--- config.mk ---
export PLATFORM = sky130hd
export DESIGN_NAME = ordered_list_insert_delete
export DESIGN_NICKNAME = d
export VERILOG_FILES = /design/src/hw/rtl/olid_pkg.sv /design/src/hw/rtl/olid_ram.sv /design/src/hw/rtl/olid_ctrl.sv /design/src/hw/rtl/ordered_list_insert_delete.sv
export SDC_FILE = /design/constraint.sdc
export NUM_CORES = 1
export LEC_CHECK = 0
export BUFFER_PORTS_ARGS = -buffer_cell sky130_fd_sc_hd__buf_4
export CAP_MARGIN = 20
export CORE_UTILIZATION = 40
export DETAILED_ROUTE_END_ITERATION = 12
export MAX_ROUTING_LAYER = met4
export SYNTH_ARGS = -nofsm -noshare
export SYNTH_HDL_FRONTEND = slang
export SYNTH_HIERARCHICAL = 1
export SYNTH_SLANG_ARGS = --single-unit
export TNS_END_PERCENT = 30
--- constraint.sdc ---
create_clock -name aclk -period 5.3 [get_ports aclk]
set_clock_uncertainty 0.05 [all_clocks]
set_input_delay 1.06 -clock aclk [delete_from_list [all_inputs] [get_ports aclk]]
set_output_delay 1.06 -clock aclk [all_outputs]
set_load 0.05 [all_outputs]
--- src/hw/rtl/olid_pkg.sv ---
package olid_pkg;

    // Storage geometry
    localparam int DEPTH      = 16;
    localparam int DATA_WIDTH = 32;
    localparam int IDX_W      = $clog2(DEPTH);
    localparam int CNT_W      = $clog2(DEPTH + 1);

    // Field widths of the words on the ports
    localparam int FUNC_W     = 2;
    localparam int VALUE_W    = 32;
    localparam int POS_W      = 5;
    localparam int OUT_DATA_W = 32;
    localparam int STATUS_W   = 2;
    localparam int COUNT_W    = 5;

    localparam logic [IDX_W:0]     DEPTH_X = (IDX_W + 1)'(DEPTH);
    localparam logic [CNT_W-1:0]   DEPTH_C = CNT_W'(DEPTH);
    localparam logic [IDX_W-1:0]   IDX_TOP = IDX_W'(DEPTH - 1);

    // Operation codes
    localparam logic [FUNC_W-1:0] OP_INS_FRONT = 2'd0;
    localparam logic [FUNC_W-1:0] OP_INS_BACK  = 2'd1;
    localparam logic [FUNC_W-1:0] OP_DELETE    = 2'd2;
    localparam logic [FUNC_W-1:0] OP_DISPLAY   = 2'd3;

    // Result status codes
    localparam logic [STATUS_W-1:0] ST_OK   = 2'd0;
    localparam logic [STATUS_W-1:0] ST_FULL = 2'd1;
    localparam logic [STATUS_W-1:0] ST_BAD  = 2'd2;

    typedef struct packed {
        logic [OUT_DATA_W-1:0] data;
        logic [STATUS_W-1:0]   status;
        logic [COUNT_W-1:0]    count;
        logic                  last;
    } result_t;

    // Physical slot of logical offset ofs in the ring that starts at head
    function automatic logic [IDX_W-1:0] phys_addr(input logic [IDX_W-1:0] head,
                                                   input logic [IDX_W-1:0] ofs);
        logic [IDX_W:0] sum;
        sum = {1'b0, head} + {1'b0, ofs};
        if (sum >= DEPTH_X) begin
            sum = sum - DEPTH_X;
        end
        return sum[IDX_W-1:0];
    endfunction

    // Slot in front of head, wrapping round the ring
    function automatic logic [IDX_W-1:0] prev_addr(input logic [IDX_W-1:0] head);
        logic [IDX_W-1:0] res;
        if (head == '0) begin
            res = IDX_TOP;
        end else begin
            res = head - 1'b1;
        end
        return res;
    endfunction

    // Stored width to output field width
    function automatic logic [OUT_DATA_W-1:0] to_out(input logic [DATA_WIDTH-1:0] d);
        logic [63:0] wide;
        wide = 64'(d);
        return wide[OUT_DATA_W-1:0];
    endfunction

endpackage

--- src/hw/rtl/olid_ram.sv ---
module olid_ram #(
    parameter int WIDTH = 32,
    parameter int DEPTH = 16
) (
    input  logic                     aclk,
    input  logic                     wr_en,
    input  logic [$clog2(DEPTH)-1:0] wr_addr,
    input  logic [WIDTH-1:0]         wr_data,
    input  logic                     rd_en,
    input  logic [$clog2(DEPTH)-1:0] rd_addr,
    output logic [WIDTH-1:0]         rd_data
);

    logic [WIDTH-1:0] mem [DEPTH];
    logic [WIDTH-1:0] rd_data_reg;

    // One write port, one registered read port
    always_ff @(posedge aclk) begin
        if (wr_en) begin
            mem[wr_addr] <= wr_data;
        end
        if (rd_en) begin
            rd_data_reg <= mem[rd_addr];
        end
    end

    assign rd_data = rd_data_reg;

endmodule

--- src/hw/rtl/olid_ctrl.sv ---
module olid_ctrl (
    input  logic                                aclk,
    input  logic                                aresetn,
    // request side
    input  logic                                req_valid,
    output logic                                req_ready,
    input  logic [olid_pkg::FUNC_W-1:0]         req_func,
    input  logic [olid_pkg::VALUE_W-1:0]        req_value,
    input  logic [olid_pkg::POS_W-1:0]          req_pos,
    // result side
    input  logic                                out_free,
    output logic                                res_valid,
    output olid_pkg::result_t                   res,
    // element store
    output logic                                wr_en,
    output logic [olid_pkg::IDX_W-1:0]          wr_addr,
    output logic [olid_pkg::DATA_WIDTH-1:0]     wr_data,
    output logic                                rd_en,
    output logic [olid_pkg::IDX_W-1:0]          rd_addr,
    input  logic [olid_pkg::DATA_WIDTH-1:0]     rd_data
);

    localparam logic [2:0] S_IDLE  = 3'd0;
    localparam logic [2:0] S_EXEC  = 3'd1;
    localparam logic [2:0] S_DEL   = 3'd2;
    localparam logic [2:0] S_DDONE = 3'd3;
    localparam logic [2:0] S_DREQ  = 3'd4;
    localparam logic [2:0] S_DWAIT = 3'd5;

    logic [2:0]                          state_reg,   state_next;
    logic [olid_pkg::FUNC_W-1:0]         func_reg,    func_next;
    logic [olid_pkg::DATA_WIDTH-1:0]     value_reg,   value_next;
    logic [olid_pkg::POS_W-1:0]          pos_reg,     pos_next;
    logic [olid_pkg::IDX_W-1:0]          head_reg,    head_next;
    logic [olid_pkg::CNT_W-1:0]          len_reg,     len_next;
    logic [olid_pkg::IDX_W-1:0]          idx_reg,     idx_next;
    logic [olid_pkg::IDX_W-1:0]          k_reg,       k_next;
    logic [olid_pkg::DATA_WIDTH-1:0]     removed_reg, removed_next;

    logic full;
    logic bad_pos;

    assign full    = (len_reg >= olid_pkg::DEPTH_C);
    assign bad_pos = (len_reg == '0) || (pos_reg == '0) || (int'(pos_reg) > int'(len_reg));
    assign req_ready = (state_reg == S_IDLE);

    // Sequence one operation through the store
    always_comb begin
        state_next   = state_reg;
        func_next    = func_reg;
        value_next   = value_reg;
        pos_next     = pos_reg;
        head_next    = head_reg;
        len_next     = len_reg;
        idx_next     = idx_reg;
        k_next       = k_reg;
        removed_next = removed_reg;
        res_valid    = 1'b0;
        res          = '0;
        wr_en        = 1'b0;
        wr_addr      = '0;
        wr_data      = value_reg;
        rd_en        = 1'b0;
        rd_addr      = '0;

        unique case (state_reg)
            S_IDLE: begin
                if (req_valid) begin
                    func_next  = req_func;
                    value_next = olid_pkg::DATA_WIDTH'(req_value);
                    pos_next   = req_pos;
                    state_next = S_EXEC;
                end
            end

            S_EXEC: begin
                case (func_reg) inside
                    olid_pkg::OP_INS_FRONT, olid_pkg::OP_INS_BACK: begin
                        if (out_free) begin
                            res_valid   = 1'b1;
                            res.data    = olid_pkg::to_out(value_reg);
                            res.last    = 1'b1;
                            state_next  = S_IDLE;
                            if (full) begin
                                res.status = olid_pkg::ST_FULL;
                                res.count  = olid_pkg::COUNT_W'(len_reg);
                            end else begin
                                wr_en = 1'b1;
                                if (func_reg == olid_pkg::OP_INS_FRONT) begin
                                    wr_addr   = olid_pkg::prev_addr(head_reg);
                                    head_next = olid_pkg::prev_addr(head_reg);
                                end else begin
                                    wr_addr = olid_pkg::phys_addr(head_reg,
                                                  olid_pkg::IDX_W'(len_reg));
                                end
                                len_next   = len_reg + 1'b1;
                                res.status = olid_pkg::ST_OK;
                                res.count  = olid_pkg::COUNT_W'(len_reg + 1'b1);
                            end
                        end
                    end
                    olid_pkg::OP_DELETE: begin
                        if (bad_pos) begin
                            if (out_free) begin
                                res_valid  = 1'b1;
                                res.status = olid_pkg::ST_BAD;
                                res.count  = olid_pkg::COUNT_W'(len_reg);
                                res.last   = 1'b1;
                                state_next = S_IDLE;
                            end
                        end else begin
                            // fetch the victim first, then pull the tail forward
                            k_next     = olid_pkg::IDX_W'(pos_reg - 1'b1);
                            idx_next   = olid_pkg::IDX_W'(pos_reg - 1'b1);
                            rd_en      = 1'b1;
                            rd_addr    = olid_pkg::phys_addr(head_reg,
                                             olid_pkg::IDX_W'(pos_reg - 1'b1));
                            state_next = S_DEL;
                        end
                    end
                    default: begin
                        if (len_reg == '0) begin
                            if (out_free) begin
                                res_valid  = 1'b1;
                                res.status = olid_pkg::ST_BAD;
                                res.last   = 1'b1;
                                state_next = S_IDLE;
                            end
                        end else begin
                            idx_next   = '0;
                            state_next = S_DREQ;
                        end
                    end
                endcase
            end

            S_DEL: begin
                // rd_data holds the element at offset idx_reg
                if (idx_reg == k_reg) begin
                    removed_next = rd_data;
                end else begin
                    wr_en   = 1'b1;
                    wr_addr = olid_pkg::phys_addr(head_reg, idx_reg - 1'b1);
                    wr_data = rd_data;
                end
                if (int'(idx_reg) + 1 < int'(len_reg)) begin
                    rd_en    = 1'b1;
                    rd_addr  = olid_pkg::phys_addr(head_reg, idx_reg + 1'b1);
                    idx_next = idx_reg + 1'b1;
                end else begin
                    state_next = S_DDONE;
                end
            end

            S_DDONE: begin
                if (out_free) begin
                    res_valid  = 1'b1;
                    res.data   = olid_pkg::to_out(removed_reg);
                    res.status = olid_pkg::ST_OK;
                    res.count  = olid_pkg::COUNT_W'(len_reg - 1'b1);
                    res.last   = 1'b1;
                    len_next   = len_reg - 1'b1;
                    state_next = S_IDLE;
                end
            end

            S_DREQ: begin
                // read only when the output register will be empty next cycle
                if (out_free) begin
                    rd_en      = 1'b1;
                    rd_addr    = olid_pkg::phys_addr(head_reg, idx_reg);
                    state_next = S_DWAIT;
                end
            end

            S_DWAIT: begin
                res_valid  = 1'b1;
                res.data   = olid_pkg::to_out(rd_data);
                res.status = olid_pkg::ST_OK;
                res.count  = olid_pkg::COUNT_W'(len_reg);
                res.last   = (int'(idx_reg) + 1 == int'(len_reg));
                if (int'(idx_reg) + 1 == int'(len_reg)) begin
                    state_next = S_IDLE;
                end else begin
                    idx_next   = idx_reg + 1'b1;
                    state_next = S_DREQ;
                end
            end

            default: begin
                state_next = S_IDLE;
            end
        endcase
    end

    // Control state
    always_ff @(posedge aclk) begin
        if (!aresetn) begin
            state_reg <= S_IDLE;
            head_reg  <= '0;
            len_reg   <= '0;
        end else begin
            state_reg <= state_next;
            head_reg  <= head_next;
            len_reg   <= len_next;
        end
    end

    // Operands and working registers
    always_ff @(posedge aclk) begin
        func_reg    <= func_next;
        value_reg   <= value_next;
        pos_reg     <= pos_next;
        idx_reg     <= idx_next;
        k_reg       <= k_next;
        removed_reg <= removed_next;
    end

    // A result is only offered when the output register can take it
    assert property (@(posedge aclk) disable iff (!aresetn)
        res_valid |-> out_free)
        else $error("result offered while output register busy");

    // Never hold more elements than slots
    assert property (@(posedge aclk) disable iff (!aresetn)
        len_reg <= olid_pkg::DEPTH_C)
        else $error("element count above depth");

    // Gap closing never reads and writes the same slot in one cycle
    assert property (@(posedge aclk) disable iff (!aresetn)
        (rd_en && wr_en) |-> (rd_addr != wr_addr))
        else $error("read and write collide on one slot");

    // A completed delete drops the count by exactly one
    assert property (@(posedge aclk) disable iff (!aresetn)
        (state_reg == S_DDONE && out_free) |=> (len_reg == $past(len_reg) - 1'b1))
        else $error("delete did not shrink the list by one");

endmodule

--- src/hw/rtl/ordered_list_insert_delete.sv ---
// Ordered list of signed 32-bit values held in a ring buffer memory.
// Input words (s_*) carry one operation each: the opcode in s_tuser, the
// value and 1-based position in s_tdata. Result words (m_*) carry the data,
// status and element count after the operation; m_tlast marks the final
// result caused by an input word.
// Inserts at either end and failed requests produce one result from the
// execute state that follows acceptance. A delete reads the victim and moves
// every later element one slot forward, one element a cycle through the
// single memory write port. Display reads the memory once per element and
// loads each into the output register, reading only when it will be free.
// One word is worked on at a time; s_tready is high only while the block
// is idle, so the next word can be taken in the cycle after the last
// result is loaded. A stalled m_tready holds the output register and
// pauses the sequencer before each result; the delete shift does not wait.
// After reset the list is empty; stored slots need no clearing pass.
module ordered_list_insert_delete (
    input  logic        aclk,
    input  logic        aresetn,
    input  logic        s_tvalid,
    output logic        s_tready,
    input  logic [39:0] s_tdata,   // value[31:0], position[36:32], zero pad
    input  logic [1:0]  s_tuser,   // func[1:0]
    output logic        m_tvalid,
    input  logic        m_tready,
    output logic [39:0] m_tdata,   // data[31:0], status[33:32], count[38:34], zero pad
    output logic        m_tlast
);

    logic                                res_valid;
    olid_pkg::result_t                   res;
    logic                                out_free;
    logic                                wr_en;
    logic [olid_pkg::IDX_W-1:0]          wr_addr;
    logic [olid_pkg::DATA_WIDTH-1:0]     wr_data;
    logic                                rd_en;
    logic [olid_pkg::IDX_W-1:0]          rd_addr;
    logic [olid_pkg::DATA_WIDTH-1:0]     rd_data;

    logic              m_valid_reg, m_valid_next;
    olid_pkg::result_t m_res_reg,   m_res_next;

    assign out_free = !m_valid_reg || m_tready;

    olid_ctrl u_ctrl (
        .aclk      (aclk),
        .aresetn   (aresetn),
        .req_valid (s_tvalid),
        .req_ready (s_tready),
        .req_func  (s_tuser),
        .req_value (s_tdata[31:0]),
        .req_pos   (s_tdata[36:32]),
        .out_free  (out_free),
        .res_valid (res_valid),
        .res       (res),
        .wr_en     (wr_en),
        .wr_addr   (wr_addr),
        .wr_data   (wr_data),
        .rd_en     (rd_en),
        .rd_addr   (rd_addr),
        .rd_data   (rd_data)
    );

    olid_ram #(
        .WIDTH (olid_pkg::DATA_WIDTH),
        .DEPTH (olid_pkg::DEPTH)
    ) u_ram (
        .aclk    (aclk),
        .wr_en   (wr_en),
        .wr_addr (wr_addr),
        .wr_data (wr_data),
        .rd_en   (rd_en),
        .rd_addr (rd_addr),
        .rd_data (rd_data)
    );

    // Load a new result or drop the one taken
    always_comb begin
        m_valid_next = m_valid_reg;
        m_res_next   = m_res_reg;
        if (res_valid) begin
            m_valid_next = 1'b1;
            m_res_next   = res;
        end else if (m_tready) begin
            m_valid_next = 1'b0;
        end
    end

    always_ff @(posedge aclk) begin
        if (!aresetn) begin
            m_valid_reg <= 1'b0;
        end else begin
            m_valid_reg <= m_valid_next;
        end
    end

    always_ff @(posedge aclk) begin
        m_res_reg <= m_res_next;
    end

    assign m_tvalid = m_valid_reg;
    assign m_tdata  = {1'b0, m_res_reg.count, m_res_reg.status, m_res_reg.data};
    assign m_tlast  = m_res_reg.last;

endmodule

==> results by group <==
Status
  – Status: completed

CTS
  – Clk Latency, worst-skew pair: 620 ps
  – CTS Buf Count: 72
  – PostCTS Resize Cnt: 0
  – Hold_buf cts: 0
  – CTS H-tree depth: 3
  – Worst-path clk slew: 60 ps
  – Setup bufs post-CTS: 0
  – Clk buf depth: 3
  – CTS tree: done
  – Root Driver: clkbuf_16
  – CTS Sinks: 676

Synth
  – Count leader, synth: edfxtp_1
  – Syn_nets: 1,443
  – Synth area leaders: edfxtp_1 (74%), mux4_2 (11%), a22oi_1 (1.8%)
  – Yosys warning count: 6
  – Syn_area_per_cell: 19.9 um2
  – Synthesized area: 0.0270 mm2
  – FFs w/ async S/R, synth: 0%
  – Synth cell count leaders: edfxtp_1 (663), mux4_2 (128), a22oi_1 (66)
  – Cells after Synth: 1,358
  – Post-synth top area cell: edfxtp_1
  – Seq/Total Area, Yosys: 74.8%
  – EDFF count, synth: 663
  – Top cell type's share of synthesized area: 73.8%
  – Post-synth cell types: 71
  – Yosys reg bits: 676
  – Most common flop cell mapped by yosys: edfxtp_1

Cells and area
  – Syn-to-layout area delta: 16.6%
  – Cell area after layout: 0.0314 mm2
  – Largest Register: u_ram/mem
  – Layout cells sized above 1: 28.3%
  – # diodes: 0
  – Max reg flops: 512
  – Nets@finish: 1,572

Global routing
  – Largest net degree at the start of global routing: 38
  – M3 GR Usage: 3.34%
  – Wire length of the first global-routing pass: 92,000 um
  – Met1 GRT Util: 25.8%
  – Total gr overflow: 0
  – Vias in the first global route: 13,900
  – GRT busiest layer: met2
  – Initial antenna violation count: 1
  – GRT Util Overall: 19.2%
  – Met2 Use GR: 30.6%

Setup path
  – Required time worst endpoint: 5610 ps
  – Crit Path Max Fanout: 37
  – Crit Path Category: register to register
  – CP arrival: 4790 ps
  – Critical R2R Capture: u_ram/rd_data[4]
  – Worst R2R Start: u_ctrl/len_reg[2]
  – Crit end category: register
  – R2r setup slk: 820 ps
  – Reg2reg path depth: 11
  – Setup crit start kind: register

Floorplanning
  – Row cnt: 94
  – I/O pin cnt: 89
  – Die Height: 262 um
  – Chip Width: 262 um
  – Initial Utilization: 40.7%
  – Area of the core: 0.0662 mm2
  – Die area: 0.0685 mm2

Pwr
  – Switch share: 21.6%
  – Reg power frac: 52.2%
  – Max IR drop VDD: 0.315 mV
  – Logic pwr share: 4.8%
  – Clk network pwr share: 43.0%
  – Lkg Pwr: 0.0103 uW
  – Pwr dens: 368 mW/mm2
  – NetSw: 2500 uW
  – Internal power: 9070 uW

Timing
  – F_max: 223 MHz
  – Max-slew violation count: 0
  – Worst slew pin tran: 881 ps
  – RSZ-0062 raised after global routing: false
  – Period utilization: 84.6%
  – Setup violations, final: 0
  – Rel. slew slack: 41.3%
  – Sum Neg Setup Slack: 0 ps
  – Hold WS: 433 ps
  – Final Hold Fails: 0
  – Fin crit period: 4480 ps

Drt
  – Routed len/inst: 25.9 um
  – DRC viols: 0
  – Via count: 13,500
  – Drt total wl: 62,400 um
  – Routed vias/inst: 5.63
  – Antenna viol nets, final: 0
  – Drt first-iter violations: 1,557
  – First-pass DRT Iterations: 9

Job
  – Max Cap Viol: 0

Worst hold path
  – Worst Hold Path EP: u_ctrl/removed_reg[23]
  – Hold Path Class: register to register
  – Worst hold stages: 0
  – Startpoint of the worst hold path: u_ram/rd_data[23]

Placed design
  – HPWL after DPL: 34,000 um
  – DP Area: 0.0291 mm2
  – Gpl congestion: 0.791
  – IO Port Bufs: 84
-- how the worst max path moves through the flow --
stage	startpoint	endpoint	slack (ps)	cells after the start
global route	u_ctrl/idx_reg[0]	u_ram/rd_data[4]	510	12
detailed placement	u_ctrl/len_reg[2]	u_ram/rd_data[4]	800	11
finish	u_ctrl/len_reg[2]	u_ram/rd_data[4]	820	11
floorplan	m_tready	u_ram/mem[0][0]	180	7
global placement	u_ctrl/len_reg[2]	u_ram/rd_data[4]	830	11
CTS	u_ctrl/len_reg[2]	u_ram/rd_data[3]	800	11
-- power groups by stage --
stage          clock network (uW)  registers, uW  logic [uW]
2_1_floorplan                   0           6220         270
4_1_cts                      5080           6030         565
3_3_place_gp                    0           6140         550
5_1_grt                      5260           6040         606
3_5_place_dp                    0           6140         563
6_report                     4970           6030         559
-- worst max-delay path: stages (launching register included) --
cell and delay, ps:
dfxtp_1 520, inv_1 220, ha_1 330, a21oi_1 160, o21ai_0 180, o21ai_4 280
nand4_2 380, o221ai_4 820, buf_12 380, mux4_2 550, a22oi_1 250, nand2_1 90
-- cells in the final DEF, fill, tap and decap left out, drive strengths merged, types with 4 or more instances in the layout --
master and instances:
nand2b 13, nand3b 4, inv 59, ha 34, clkbuf 87, fa 5, buf 126, clkinvlp 6
bufinv 7, nand3 7, xnor2 16, a222oi 32, mux2i 4, o21ai 13, a21oi 19, o22ai 6
clkinv 26, xor2 10, a21o 5, dfxtp 13, nor2b 11, nor2 27, nor3 14, nand2 50
and3 5, nand4 6, mux2 33, a22oi 67, edfxtp 663, mux4 128
-- cell families (layout without fill, tap and decap cells) --
logic type	after synthesis	count (layout)	share of synthesized area, %
AND/OR/NAND/NOR	155	155	3.10
XOR/XNOR	26	26	0.844
other	1	1	0.0139
flip-flops	676	676	74.8
AO/OA/AOI/OAI	169	169	4.93
buffers and inverters	127	311	2.20
multiplexers	165	165	12.2
adder cells (fa/ha/maj)	39	39	1.95
-- through the flow --
stage | utilization (%) | total power (uW) | setup WS [ps] | cells
floorplan | - | 6490 | 179 | 1358
global placement | 43.9 | 6690 | 832 | 2277
detailed placement | 43.9 | 6710 | 803 | 2277
CTS | 47.5 | 11700 | 797 | 2406
finish | 47.5 | 11600 | 818 | 2406
global route | 47.5 | 11900 | 513 | 2406
-- layer usage --
| layer | vias up | part of all wire (%) |
|---|---|---|
| li1 | 5869 | - |
| met1 | 7109 | 43 |
| met4 | 0 | 1.6 |
| met3 | 74 | 6.6 |
| met5 | - | 0 |
| met2 | 488 | 49 |
-- final cells by class --
| class | count | area, um2 |
|---|---|---|
| Fill cell | 5477 | 34800 |
| Sequential cell | 676 | 20200 |
| Multi-Input combinational cell | 555 | 6420 |
| Clock buffer | 87 | 1880 |
| Timing Repair Buffer | 126 | 1210 |
| Tap cell | 864 | 1080 |
| Clock inverter | 42 | 479 |
| Inverter | 56 | 210 |
Power figures use the tool's default switching activity.
